--- src/design/comment_stripping_number_list_parser_macros.svh ---
// Assertion helpers shared by the parser RTL.
`ifndef COMMENT_STRIPPING_NUMBER_LIST_PARSER_MACROS_SVH
`define COMMENT_STRIPPING_NUMBER_LIST_PARSER_MACROS_SVH

// Same-cycle implication, masked during reset.
`define CSLP_ASSERT_NOW(label, clk, rst_n, ante, cons, msg) \
    label: assert property (@(posedge clk) disable iff (!rst_n) (ante) |-> (cons)) \
        else $error(msg);

// Next-cycle implication, masked during reset.
`define CSLP_ASSERT_NEXT(label, clk, rst_n, ante, cons, msg) \
    label: assert property (@(posedge clk) disable iff (!rst_n) (ante) |=> (cons)) \
        else $error(msg);

`endif

--- src/design/cslp_pkg.sv ---
package cslp_pkg;

    localparam int MAX_VALUES_PER_RECORD_DEF = 256;

    localparam int CFG_INDEX_W = 2;
    localparam logic [CFG_INDEX_W-1:0] REG_SEPARATOR    = 2'd0;
    localparam logic [CFG_INDEX_W-1:0] REG_RECORD_START = 2'd1;

    localparam logic [6:0] SEPARATOR_RESET    = 7'd44;  // ','
    localparam logic [6:0] RECORD_START_RESET = 7'd58;  // ':'

    localparam logic [7:0] CHAR_LF    = 8'h0A;
    localparam logic [7:0] CHAR_SLASH = 8'h2F;
    localparam logic [7:0] CHAR_STAR  = 8'h2A;
    localparam logic [7:0] CHAR_ZERO  = 8'h30;
    localparam logic [7:0] CHAR_NINE  = 8'h39;
    localparam logic [7:0] CHAR_X     = 8'h78;
    localparam logic [7:0] CHAR_UA    = 8'h41;
    localparam logic [7:0] CHAR_UF    = 8'h46;
    localparam logic [7:0] CHAR_LA    = 8'h61;
    localparam logic [7:0] CHAR_LF_HEX = 8'h66;
    localparam logic [7:0] PRINT_LO   = 8'h21;
    localparam logic [7:0] PRINT_HI   = 8'h7E;

    typedef enum logic [2:0] {
        MODE_NORMAL = 3'b001,
        MODE_LINE   = 3'b010,
        MODE_BLOCK  = 3'b100
    } mode_t;

    typedef struct packed {
        logic [7:0] data_byte;
        logic       end_of_stream;
    } in_t;

    typedef struct packed {
        logic [31:0] value;
        logic [7:0]  value_index;
        logic        last_in_record;
        logic        was_hex;
    } out_t;

    typedef struct packed {
        logic [6:0] separator_char;
        logic [6:0] record_start_char;
    } cfg_t;

endpackage

--- src/design/cslp_core.sv ---
module cslp_core
    import cslp_pkg::*;
#(
    parameter int MAX_VALUES_PER_RECORD = MAX_VALUES_PER_RECORD_DEF
)
(
    input  logic clk,
    input  logic rst_n,
    input  logic accept,
    input  in_t  item,
    input  cfg_t cfg,
    output logic res_valid,
    output out_t res
);

    localparam int IndexCapInt =
        (MAX_VALUES_PER_RECORD - 1 < 255) ? MAX_VALUES_PER_RECORD - 1 : 255;
    localparam logic [7:0] IndexCap = 8'(IndexCapInt);

    mode_t       mode_reg, mode_next;
    logic        slash_reg, slash_next;
    logic        star_reg, star_next;
    logic        in_rec_reg, in_rec_next;
    logic [31:0] dec_reg, dec_next;
    logic [31:0] hex_reg, hex_next;
    logic [1:0]  pos_reg, pos_next;
    logic        fzero_reg, fzero_next;
    logic        hexm_reg, hexm_next;
    logic [7:0]  idx_reg, idx_next;

    logic [7:0]  b;
    logic        kept;
    logic        handled;
    logic        emit;
    logic        emit_last;
    logic        is_digit;
    logic [3:0]  dd;
    logic [3:0]  hd;

    assign b        = item.data_byte;
    assign is_digit = (b >= CHAR_ZERO) && (b <= CHAR_NINE);
    assign dd       = is_digit ? b[3:0] : 4'd0;

    always_comb
    begin
        if (((b >= CHAR_UA) && (b <= CHAR_UF)) || ((b >= CHAR_LA) && (b <= CHAR_LF_HEX)))
        begin
            hd = b[3:0] + 4'd9;
        end
        else
        begin
            hd = dd;
        end
    end

    always_comb
    begin
        mode_next   = mode_reg;
        slash_next  = slash_reg;
        star_next   = star_reg;
        in_rec_next = in_rec_reg;
        dec_next    = dec_reg;
        hex_next    = hex_reg;
        pos_next    = pos_reg;
        fzero_next  = fzero_reg;
        hexm_next   = hexm_reg;
        idx_next    = idx_reg;
        kept        = 1'b0;
        handled     = 1'b0;
        emit        = 1'b0;
        emit_last   = 1'b0;

        if (accept)
        begin
            if (item.end_of_stream)
            begin
                emit      = in_rec_reg;
                emit_last = 1'b1;
            end
            else
            begin
                // comment stripping
                unique case (mode_reg)
                    MODE_LINE:
                    begin
                        if (b == CHAR_LF)
                        begin
                            mode_next = MODE_NORMAL;
                        end
                    end
                    MODE_BLOCK:
                    begin
                        if (star_reg && (b == CHAR_SLASH))
                        begin
                            mode_next = MODE_NORMAL;
                            star_next = 1'b0;
                        end
                        else
                        begin
                            star_next = (b == CHAR_STAR);
                        end
                    end
                    default:
                    begin
                        if (slash_reg)
                        begin
                            slash_next = 1'b0;
                            if (b == CHAR_STAR)
                            begin
                                mode_next = MODE_BLOCK;
                                star_next = 1'b1;
                                handled   = 1'b1;
                            end
                            else if (b == CHAR_SLASH)
                            begin
                                mode_next = MODE_LINE;
                                handled   = 1'b1;
                            end
                        end
                        if (!handled)
                        begin
                            if (b == CHAR_SLASH)
                            begin
                                slash_next = 1'b1;
                            end
                            else
                            begin
                                kept = (b >= PRINT_LO) && (b <= PRINT_HI);
                            end
                        end
                    end
                endcase

                // record parsing on kept characters
                if (kept)
                begin
                    if (!in_rec_reg)
                    begin
                        if (b[6:0] == cfg.record_start_char)
                        begin
                            in_rec_next = 1'b1;
                            idx_next    = 8'd0;
                            dec_next    = 32'd0;
                            hex_next    = 32'd0;
                            pos_next    = 2'd0;
                            fzero_next  = 1'b0;
                            hexm_next   = 1'b0;
                        end
                    end
                    else if (b[6:0] == cfg.separator_char)
                    begin
                        emit = 1'b1;
                    end
                    else if (b[6:0] == cfg.record_start_char)
                    begin
                        emit      = 1'b1;
                        emit_last = 1'b1;
                    end
                    else
                    begin
                        // x10 as x8 + x2
                        dec_next = {dec_reg[28:0], 3'b000} + {dec_reg[30:0], 1'b0}
                                   + {28'd0, dd};
                        unique case (pos_reg)
                            2'd0:
                            begin
                                fzero_next = (b == CHAR_ZERO);
                                pos_next   = 2'd1;
                            end
                            2'd1:
                            begin
                                hexm_next = fzero_reg && (b == CHAR_X);
                                pos_next  = 2'd2;
                            end
                            default:
                            begin
                                hex_next = {hex_reg[27:0], hd};
                            end
                        endcase
                    end
                end
            end

            if (emit)
            begin
                dec_next   = 32'd0;
                hex_next   = 32'd0;
                pos_next   = 2'd0;
                fzero_next = 1'b0;
                hexm_next  = 1'b0;
                if (emit_last)
                begin
                    idx_next = 8'd0;
                end
                else if (idx_reg < IndexCap)
                begin
                    idx_next = idx_reg + 8'd1;
                end
            end

            if (item.end_of_stream)
            begin
                mode_next   = MODE_NORMAL;
                slash_next  = 1'b0;
                star_next   = 1'b0;
                in_rec_next = 1'b0;
                idx_next    = 8'd0;
                dec_next    = 32'd0;
                hex_next    = 32'd0;
                pos_next    = 2'd0;
                fzero_next  = 1'b0;
                hexm_next   = 1'b0;
            end
        end
    end

    assign res_valid          = emit;
    assign res.value          = hexm_reg ? hex_reg : dec_reg;
    assign res.value_index    = idx_reg;
    assign res.last_in_record = emit_last;
    assign res.was_hex        = hexm_reg;

    always_ff @(posedge clk or negedge rst_n)
    begin
        if (!rst_n)
        begin
            mode_reg   <= MODE_NORMAL;
            slash_reg  <= 1'b0;
            star_reg   <= 1'b0;
            in_rec_reg <= 1'b0;
            dec_reg    <= 32'd0;
            hex_reg    <= 32'd0;
            pos_reg    <= 2'd0;
            fzero_reg  <= 1'b0;
            hexm_reg   <= 1'b0;
            idx_reg    <= 8'd0;
        end
        else
        begin
            mode_reg   <= mode_next;
            slash_reg  <= slash_next;
            star_reg   <= star_next;
            in_rec_reg <= in_rec_next;
            dec_reg    <= dec_next;
            hex_reg    <= hex_next;
            pos_reg    <= pos_next;
            fzero_reg  <= fzero_next;
            hexm_reg   <= hexm_next;
            idx_reg    <= idx_next;
        end
    end

`include "comment_stripping_number_list_parser_macros.svh"

    `CSLP_ASSERT_NOW(a_star_only_in_block, clk, rst_n, star_reg, mode_reg == MODE_BLOCK, "star flag outside block comment")
    `CSLP_ASSERT_NOW(a_slash_only_in_text, clk, rst_n, slash_reg, mode_reg == MODE_NORMAL, "pending slash inside comment")
    `CSLP_ASSERT_NEXT(a_eos_clears, clk, rst_n, accept && item.end_of_stream, !in_rec_reg && (mode_reg == MODE_NORMAL) && (idx_reg == 8'd0), "end of stream left state behind")

endmodule

--- src/design/comment_stripping_number_list_parser.sv ---
// Channel | Dir | Handshake                | Payload
// src     | in  | src_valid / src_stall    | src_data  (data_byte, end_of_stream)
// res     | out | res_valid / res_stall    | res_data  (value, value_index,
//         |     |                          |            last_in_record, was_hex)
// cfg     | in  | cfg_valid / cfg_ready    | cfg_index, cfg_data
//
// One request per clock while src_stall is low; the parser state updates in the cycle
// a request is taken. A result is registered (output register or skid) before res.
// The two-entry output buffer (output register + skid) sets the stall: src_stall
// rises only when both entries hold results that downstream has not taken.
// Asynchronous active-low reset restores the separator (',') and record start (':'),
// returns the parser to normal text, seeking a record start; no clearing pass.
module comment_stripping_number_list_parser
    import cslp_pkg::*;
#(
    parameter int MAX_VALUES_PER_RECORD = MAX_VALUES_PER_RECORD_DEF
)
(
    input  logic                   clk,
    input  logic                   rst_n,
    input  logic                   src_valid,
    output logic                   src_stall,
    input  in_t                    src_data,
    output logic                   res_valid,
    input  logic                   res_stall,
    output out_t                   res_data,
    input  logic                   cfg_valid,
    output logic                   cfg_ready,
    input  logic [CFG_INDEX_W-1:0] cfg_index,
    input  logic [6:0]             cfg_data
);

    logic [6:0] sep_char_reg, sep_char_next;
    logic [6:0] rs_char_reg, rs_char_next;
    cfg_t       cfg;

    logic       out_valid_reg, out_valid_next;
    out_t       out_data_reg, out_data_next;
    logic       skid_valid_reg, skid_valid_next;
    out_t       skid_data_reg, skid_data_next;

    logic       accept;
    logic       take;
    logic       core_valid;
    out_t       core_res;

    // configuration registers; always ready
    assign cfg_ready = 1'b1;

    always_comb
    begin
        sep_char_next = sep_char_reg;
        rs_char_next  = rs_char_reg;
        if (cfg_valid && cfg_ready)
        begin
            unique case (cfg_index)
                REG_SEPARATOR:    sep_char_next = cfg_data;
                REG_RECORD_START: rs_char_next  = cfg_data;
                default:          ;
            endcase
        end
    end

    assign cfg.separator_char    = sep_char_reg;
    assign cfg.record_start_char = rs_char_reg;

    // request handshake
    assign src_stall = skid_valid_reg;
    assign accept    = src_valid && !src_stall;

    cslp_core #(
        .MAX_VALUES_PER_RECORD (MAX_VALUES_PER_RECORD)
    ) u_core (
        .clk       (clk),
        .rst_n     (rst_n),
        .accept    (accept),
        .item      (src_data),
        .cfg       (cfg),
        .res_valid (core_valid),
        .res       (core_res)
    );

    // output register with skid entry behind it
    assign take = out_valid_reg && !res_stall;

    always_comb
    begin
        out_valid_next  = out_valid_reg;
        out_data_next   = out_data_reg;
        skid_valid_next = skid_valid_reg;
        skid_data_next  = skid_data_reg;
        if (skid_valid_reg)
        begin
            if (take)
            begin
                out_data_next   = skid_data_reg;
                skid_valid_next = 1'b0;
            end
        end
        else if (core_valid)
        begin
            if (!out_valid_reg || take)
            begin
                out_valid_next = 1'b1;
                out_data_next  = core_res;
            end
            else
            begin
                skid_valid_next = 1'b1;
                skid_data_next  = core_res;
            end
        end
        else if (take)
        begin
            out_valid_next = 1'b0;
        end
    end

    assign res_valid = out_valid_reg;
    assign res_data  = out_data_reg;

    always_ff @(posedge clk or negedge rst_n)
    begin
        if (!rst_n)
        begin
            sep_char_reg   <= SEPARATOR_RESET;
            rs_char_reg    <= RECORD_START_RESET;
            out_valid_reg  <= 1'b0;
            skid_valid_reg <= 1'b0;
        end
        else
        begin
            sep_char_reg   <= sep_char_next;
            rs_char_reg    <= rs_char_next;
            out_valid_reg  <= out_valid_next;
            skid_valid_reg <= skid_valid_next;
        end
    end

    always_ff @(posedge clk)
    begin
        out_data_reg  <= out_data_next;
        skid_data_reg <= skid_data_next;
    end

`include "comment_stripping_number_list_parser_macros.svh"

    `CSLP_ASSERT_NOW(a_skid_behind_out, clk, rst_n, skid_valid_reg, out_valid_reg,
        "skid entry held with empty output register")
    `CSLP_ASSERT_NOW(a_core_only_on_accept, clk, rst_n, core_valid, accept,
        "result produced without an accepted request")
    `CSLP_ASSERT_NEXT(a_spill_to_skid, clk, rst_n, core_valid && out_valid_reg && res_stall,
        skid_valid_reg, "stalled result not captured in skid")

endmodule

--- config.mk ---
export PLATFORM = sky130hd
export DESIGN_NAME = comment_stripping_number_list_parser
export DESIGN_NICKNAME = d
export VERILOG_FILES = /design/src/design/cslp_pkg.sv /design/src/design/cslp_core.sv /design/src/design/comment_stripping_number_list_parser.sv
export VERILOG_INCLUDE_DIRS = /design/src /design/src/design
export SDC_FILE = /design/constraint.sdc
export NUM_CORES = 1
export LEC_CHECK = 0
export BUFFER_PORTS_ARGS = -buffer_cell sky130_fd_sc_hd__clkbuf_2
export CORE_MARGIN = 2
export CORE_UTILIZATION = 45
export CTS_BUF_LIST = sky130_fd_sc_hd__clkbuf_4 sky130_fd_sc_hd__clkbuf_8
export DETAILED_ROUTE_END_ITERATION = 10
export HOLD_SLACK_MARGIN = 0.02
export PLACE_DENSITY_LB_ADDON = 0.08
export SLEW_MARGIN = 20
export SYNTH_ARGS = -nofsm -noshare
export SYNTH_HDL_FRONTEND = slang
export SYNTH_SLANG_ARGS = --single-unit
--- constraint.sdc ---
create_clock -name clk -period 5 [get_ports clk]
set_clock_uncertainty 0.05 [all_clocks]
set_input_delay 0.25 -clock clk [delete_from_list [all_inputs] [get_ports clk]]
set_output_delay 0.25 -clock clk [all_outputs]
set_load 0.01 [all_outputs]
# [After elaboration in Yosys (flattened, before gate mapping)]
# Cells that the tools add are included.
# W data, S select, Z words.
[word_totals] input_bits=23 elab_cells=201 out_inout_bits=45 register_bits=182
[op_classes] n_reduce_logical=41 n_lt_le_gt_ge=9 mux=100 addsub=4 eq_ne=23 bitwise=2
[op_table] cell="$mux W32" count=15
[op_table] cell="$mux W42" count=4
[op_table] cell="$mux W1" count=56
[op_table] cell="$mux W8" count=7
[op_table] cell="$add A32 B32 Y32" count=1
[op_table] cell="$add A32 B4 Y32" count=1
[op_table] cell="$eq A8 B6 Y1 const B" count=3
[op_table] cell="$le A8 B7 Y1 const B" count=3
[op_table] cell="$reduce_and A6 Y1" count=4
[op_table] cell="$ne A4 B4 Y1 const B" count=5
[op_table] cell="$mux W3" count=6
[op_table] cell="$ge A8 B6 Y1 const B" count=2
[op_table] cell="$ge A8 B7 Y1 const B" count=2
[op_table] cell="$eq A7 B7 Y1" count=2
[op_table] cell="$mux W2" count=7
[op_table] cell="$reduce_and A5 Y1" count=2
[op_table] cell="$reduce_and A3 Y1" count=3
[op_table] cell="$reduce_bool A3 Y1" count=3
[op_table] cell="$add A8 B1 Y8 const B" count=1
[op_table] cell="$eq A8 B4 Y1 const B" count=1
[op_table] cell="$eq A8 B7 Y1 const B" count=1
[op_table] cell="$le A8 B6 Y1 const B" count=1
[op_table] cell="$logic_and A1 B1 Y1" count=8
[op_table] cell="$lt A8 B8 Y1 const B" count=1
[op_table] cell="other kinds (22)" count=40

# [Logic depth before layout (Yosys ltp)]
[logic_depth] word_depth=18 mapped_depth=15 depth_no_buf=15

# [Hierarchy]
# A second synthesis with hierarchy kept.
[unflattened] cells_unflattened=824 hier_area_um2=9865.7
[modules_own_cells] module="cslp_core" seq_area_each_um2=2053.2 instances=1 cells_per_inst=648 area_per_inst_um2=6175.9
[modules_own_cells] module="comment_stripping_number_list_parser" seq_area_each_um2=2931.6 instances=1 cells_per_inst=176 area_per_inst_um2=3689.8

# [Worst setup path before layout]
# OpenSTA, ideal clock, no wires.
[synth_timing] path_type="input-to-reg" startpoint="input src_data[4] (netlist name)" endpoint="register out_data_reg (netlist bit res_data[0]), enable pin" path_buffers=2 arrival_time_ns=4.991 setup_time_ns=0.506 path_slack_ns=-0.547 cell_stages=9 required_time_ns=4.444 cell_sequence="buf_6 -> nor4b_4 -> and4_4 -> or4_4 -> buf_6 -> a211o_1 -> a21oi_1 -> nand2_1 -> a21boi_0"
[synth_between] elab_chain_len=17 elab_cells_between_ends=27 classes_between="order compare (2); eq/ne (4); mux (18); reduce/logical (3)"
[synth_rtl] element="from (decl)" line="comment_stripping_number_list_parser.sv:23" text="input in_t src_data,"
[synth_rtl] element="$eq A8 B6 Y1" line="cslp_core.sv:114, cslp_core.sv:122"
[synth_rtl] element="$mux W1"
[synth_rtl] element="$mux W1" line="cslp_core.sv:108" text="if (b == CHAR_STAR)"
[synth_rtl] element="$mux W1" line="cslp_core.sv:105" text="if (slash_reg)"
[synth_rtl] element="$mux W1" line="cslp_core.sv:83" text="unique case (mode_reg)"
[synth_rtl] element="$mux W1" line="cslp_core.sv:75" text="if (item.end_of_stream)"
[synth_rtl] element="$mux W1" line="cslp_core.sv:73" text="if (accept)"
[synth_rtl] element="$mux W1" line="cslp_core.sv:120" text="if (!handled)"
[synth_rtl] element="$mux W1" line="cslp_core.sv:83"
[synth_rtl] element="$mux W1" line="cslp_core.sv:75"
[synth_rtl] element="$mux W1" line="cslp_core.sv:73"
[synth_rtl] element="$mux W1 *" line="cslp_core.sv:135" text="if (kept)"
[synth_rtl] element="$mux W1 *" line="cslp_core.sv:75"
[synth_rtl] element="$mux W1 * (2 in series)" line="cslp_core.sv:73"
[synth_rtl] element="$reduce_bool A2 Y1 (no source line) *"
[synth_rtl] element="$reduce_and A3 Y1 (no source line) *"
[synth_rtl] element="to (signal assigned)" line="comment_stripping_number_list_parser.sv:142" text="out_data_reg <= out_data_next;"
[synth_rtl] element="to (decl)" line="comment_stripping_number_list_parser.sv:38" text="out_t out_data_reg, out_data_next;"
# Every way passes the cells marked *; elsewhere a longest branch is shown, timed or not. The select of a mux whose other input is x is not followed.
# A chain may end at the register's enable or synchronous reset.

# [Final worst setup path]
[layout_timing] startpoint="input src_data[1] (netlist name)" endpoint="register u_core.dec_reg[30]"
[layout_between] elab_chain_len=16 elab_cells_between_ends=40 classes_between="add/sub (1); order compare (4); eq/ne (6); mux (24); reduce/logical (5)"
[layout_rtl] element="branches (longest 16 deep; another with $add A32 B4 Y32)"
[layout_rtl] element="to (signal assigned)" line="cslp_core.sv:244" text="dec_reg <= dec_next;"
[layout_rtl] element="to (decl)" line="cslp_core.sv:24" text="logic [31:0] dec_reg, dec_next;"
# Several ways; the timed one is not identified. The select of a mux whose other input is x is not followed.

==> impl_results.md <==
* Die H at 151 µm
* Hold Crit Class: input port to flop
* Grt ovf at 0
* Gp weighted congestion at 0.889
* Synth-to-Final Area Change at 11.3%
* Met2 routed wirelength at 10500 µm
* First-pass GRT wire length at 35900 µm
* Synthesized net count at 893
* Slew Viols, Final at 0
* Headroom to the max-slew limit at 27.0%
* Slowest stage delay, CP at 0.50 ns
* Max cap viols at 0
* Post-layout minimum cycle time at 3.71 ns
* Fmax at 0.269 GHz
* WL final at 22000 µm
* Top Ports at 68
* Initial antenna violation count at 0
* Most used flip-flop cell after synthesis: dfrtp_1
* CTS tree: done
* Endpoints failing hold at 0
* Power Density at 258 mW/mm²
* Avg Cell Area, Syn at 12.2 µm²
* Final worst-path cycle share at 74.3%
* Slowest cell on crit path: fa_1
* Core box area at 0.0212 mm²
* Cell row count at 53
* Iteration-0 DRC Markers at 444
* CTS Buf Count at 17
* LEAKAGE at 4.72 nW
* Max layer used: met4
* Worst skew pair latency at 0.47 ns
* Status: complete, no violations
* Highest-count cells in the layout ignoring fill and taps: dfrtp_1 (89), mux2_2 (87), edfxtp_1 (84), clkbuf_2 (65), ha_1 (63)
* Critical-path cell list: clkbuf_2, inv_1, ha_1, o21bai_1, a2111oi_0, buf_4, and2_1, fa_1, fa_1, a211oi_1, o21bai_1, o2111ai_1, and3_1, o31ai_1, xor2_1, a22o_1
* Mapped Cells at 805
* M1 WL at 10600 µm
* CTS root buffer: clkbuf_8
* Met3 wire length at 746 µm
* Vias in the first global route at 6790
* CP startpoint kind: input port
* GRT Util Overall at 20.0%
* Setup TNS at 0 ns
* FFs w/ async S/R, synth at 53.8%
* Slew @ Worst Pin at 1.09 ns
* Crit. Startpoint: src_data[1]
* Layout cells sized above 1 at 24.3%
* Arrival time worst endpoint at 4.02 ns
* TritonCTS Sinks at 182
* Clock transition at path regs at 0.10 ns
* Cell variety after synth at 67
* Number of nets in the layout at 957
* Via Count at 6803
* Commonest non-fill, non-tap cell in the layout: dfrtp_1
* DR WL/cell at 19.0 µm
* Die Wd at 151 µm
* Final setup fails at 0
* Crit Path Max Fanout at 7
* CTS H-tree depth at 4
* Largest net degree at the start of global routing at 70
* Cell family with most CP delay: compound AO/OA/AOI/OAI gates
* Vias/cell at 5.88
* Seq/Total Area, Yosys at 50.9%
* Peak supply drop at 0.151 mV
* Initial Util at 46.3%
* Mapped cell area at 0.00979 mm²
* Worst Hold Launch: src_data[1]
* DP HPWL at 15100 µm
* Total number of yosys warnings at 0
* Crit end category: flop
* #FFs+latches synth at 182
* Crit Path Category: input port to flop
* Req. time, crit path at 5.30 ns
* Fin util at 51.5%
* Reg2reg start: rs_char_reg[4]
* Clk buf depth at 2
* Crit path buffers/inverters at 3
* Inserted Diodes at 0
* Antenna Nets Post-Route at 0
* Drt pass-1 iters at 5
* Drt drc at 0
* # port buffers at 66
* Post-synth EDFFs at 84
* # Post-CTS Setup Buffers at 0
* Unrepaired setup endpoints after global routing: no
* Die area at 0.0229 mm²
-- cell usage after synthesis, drive strengths merged (16+ instances only) --
| master | n | area [µm²] |
|---|---|---|
| edfxtp | 84 | 2520 |
| a21oi | 47 | 239 |
| nand2 | 37 | 139 |
| a22o | 57 | 499 |
| dfrtp | 90 | 2250 |
| xnor2 | 28 | 245 |
| mux2 | 87 | 980 |
| o21ai | 33 | 165 |
| nand3 | 17 | 85.1 |
| ha | 63 | 788 |
| nor2 | 34 | 130 |
| buf | 16 | 92.6 |
| clkbuf | 21 | 80.1 |
-- through the flow --
stage	area (µm²)	worst slack, ns	power [mW]	cells	hold WS (ns)
3_5_place_dp	10400	0.801	1.84	1115	0.417
3_3_place_gp	10400	0.907	1.83	1115	0.398
2_1_floorplan	9790	0.598	1.78	805	-0.0956
6_report	10900	1.29	2.81	1157	0.133
4_1_cts	10900	1.31	2.84	1157	0.114
5_1_grt	10900	0.932	2.92	1157	0.151
-- cells by family after synthesis --
kind of cell / after synthesis / share of synthesized area (%)
buffers and inverters: 50 / 2.26
AOI/OAI and AO/OA: 220 / 16.0
muxes: 89 / 10.2
other: 1 / 0.0383
and+or+nand+nor: 158 / 8.51
adders and majority gates: 65 / 8.46
xor gates and xnor gates: 40 / 3.58
DFF: 182 / 50.9
-- final cells by class --
| cell class | instances | area, µm² |
|---|---|---|
| clock buffers | 17 | 234 |
| clock inverters | 15 | 145 |
| fillers | 1853 | 10300 |
| inverters | 13 | 48.8 |
| multi-input cells | 573 | 4630 |
| flip-flops and latches | 182 | 4990 |
| well taps | 275 | 344 |
| repair buffers | 82 | 503 |
-- layer usage --
layer / track usage, % / vias up
met5: 0 / -
met4: 4.77 / 0
met3: 3.29 / 16
met2: 32.7 / 149
met1: 28.1 / 3413
li1: - / 3225
-- power by group --
group          leakage (nW)  internal, mW  switching [mW]
clock network         0.191         0.409           0.584
logic                  2.50        0.0779           0.107
registers              2.03          1.60          0.0308
total                  4.72          2.09           0.721
-- worst paths after layout --
check / end / slack [ns] / cells past startpoint
worst max register to register: res_data[26] / 1.42 / 8
max in group asynchronous: u_core.hex_reg[31] / 3.54 / 3
min in group asynchronous: u_core.idx_reg[2] / 0.42 / 2
worst min-delay path: u_core.dec_reg[0] / 0.13 / 2
worst min register to register: u_core.hex_reg[28] / 0.46 / 1
worst max-delay path: u_core.dec_reg[30] / 1.29 / 16
-- repair_timing --
| item | 4_1_cts | 5_1_grt |
|---|---|---|
| hold buffers | 10 | 0 |
| resized for setup | 0 | 0 |
| endpoints found under the setup margin | 0 | 0 |
| endpoints found under the hold margin | 76 | 0 |
Power figures use the tool's default switching activity.
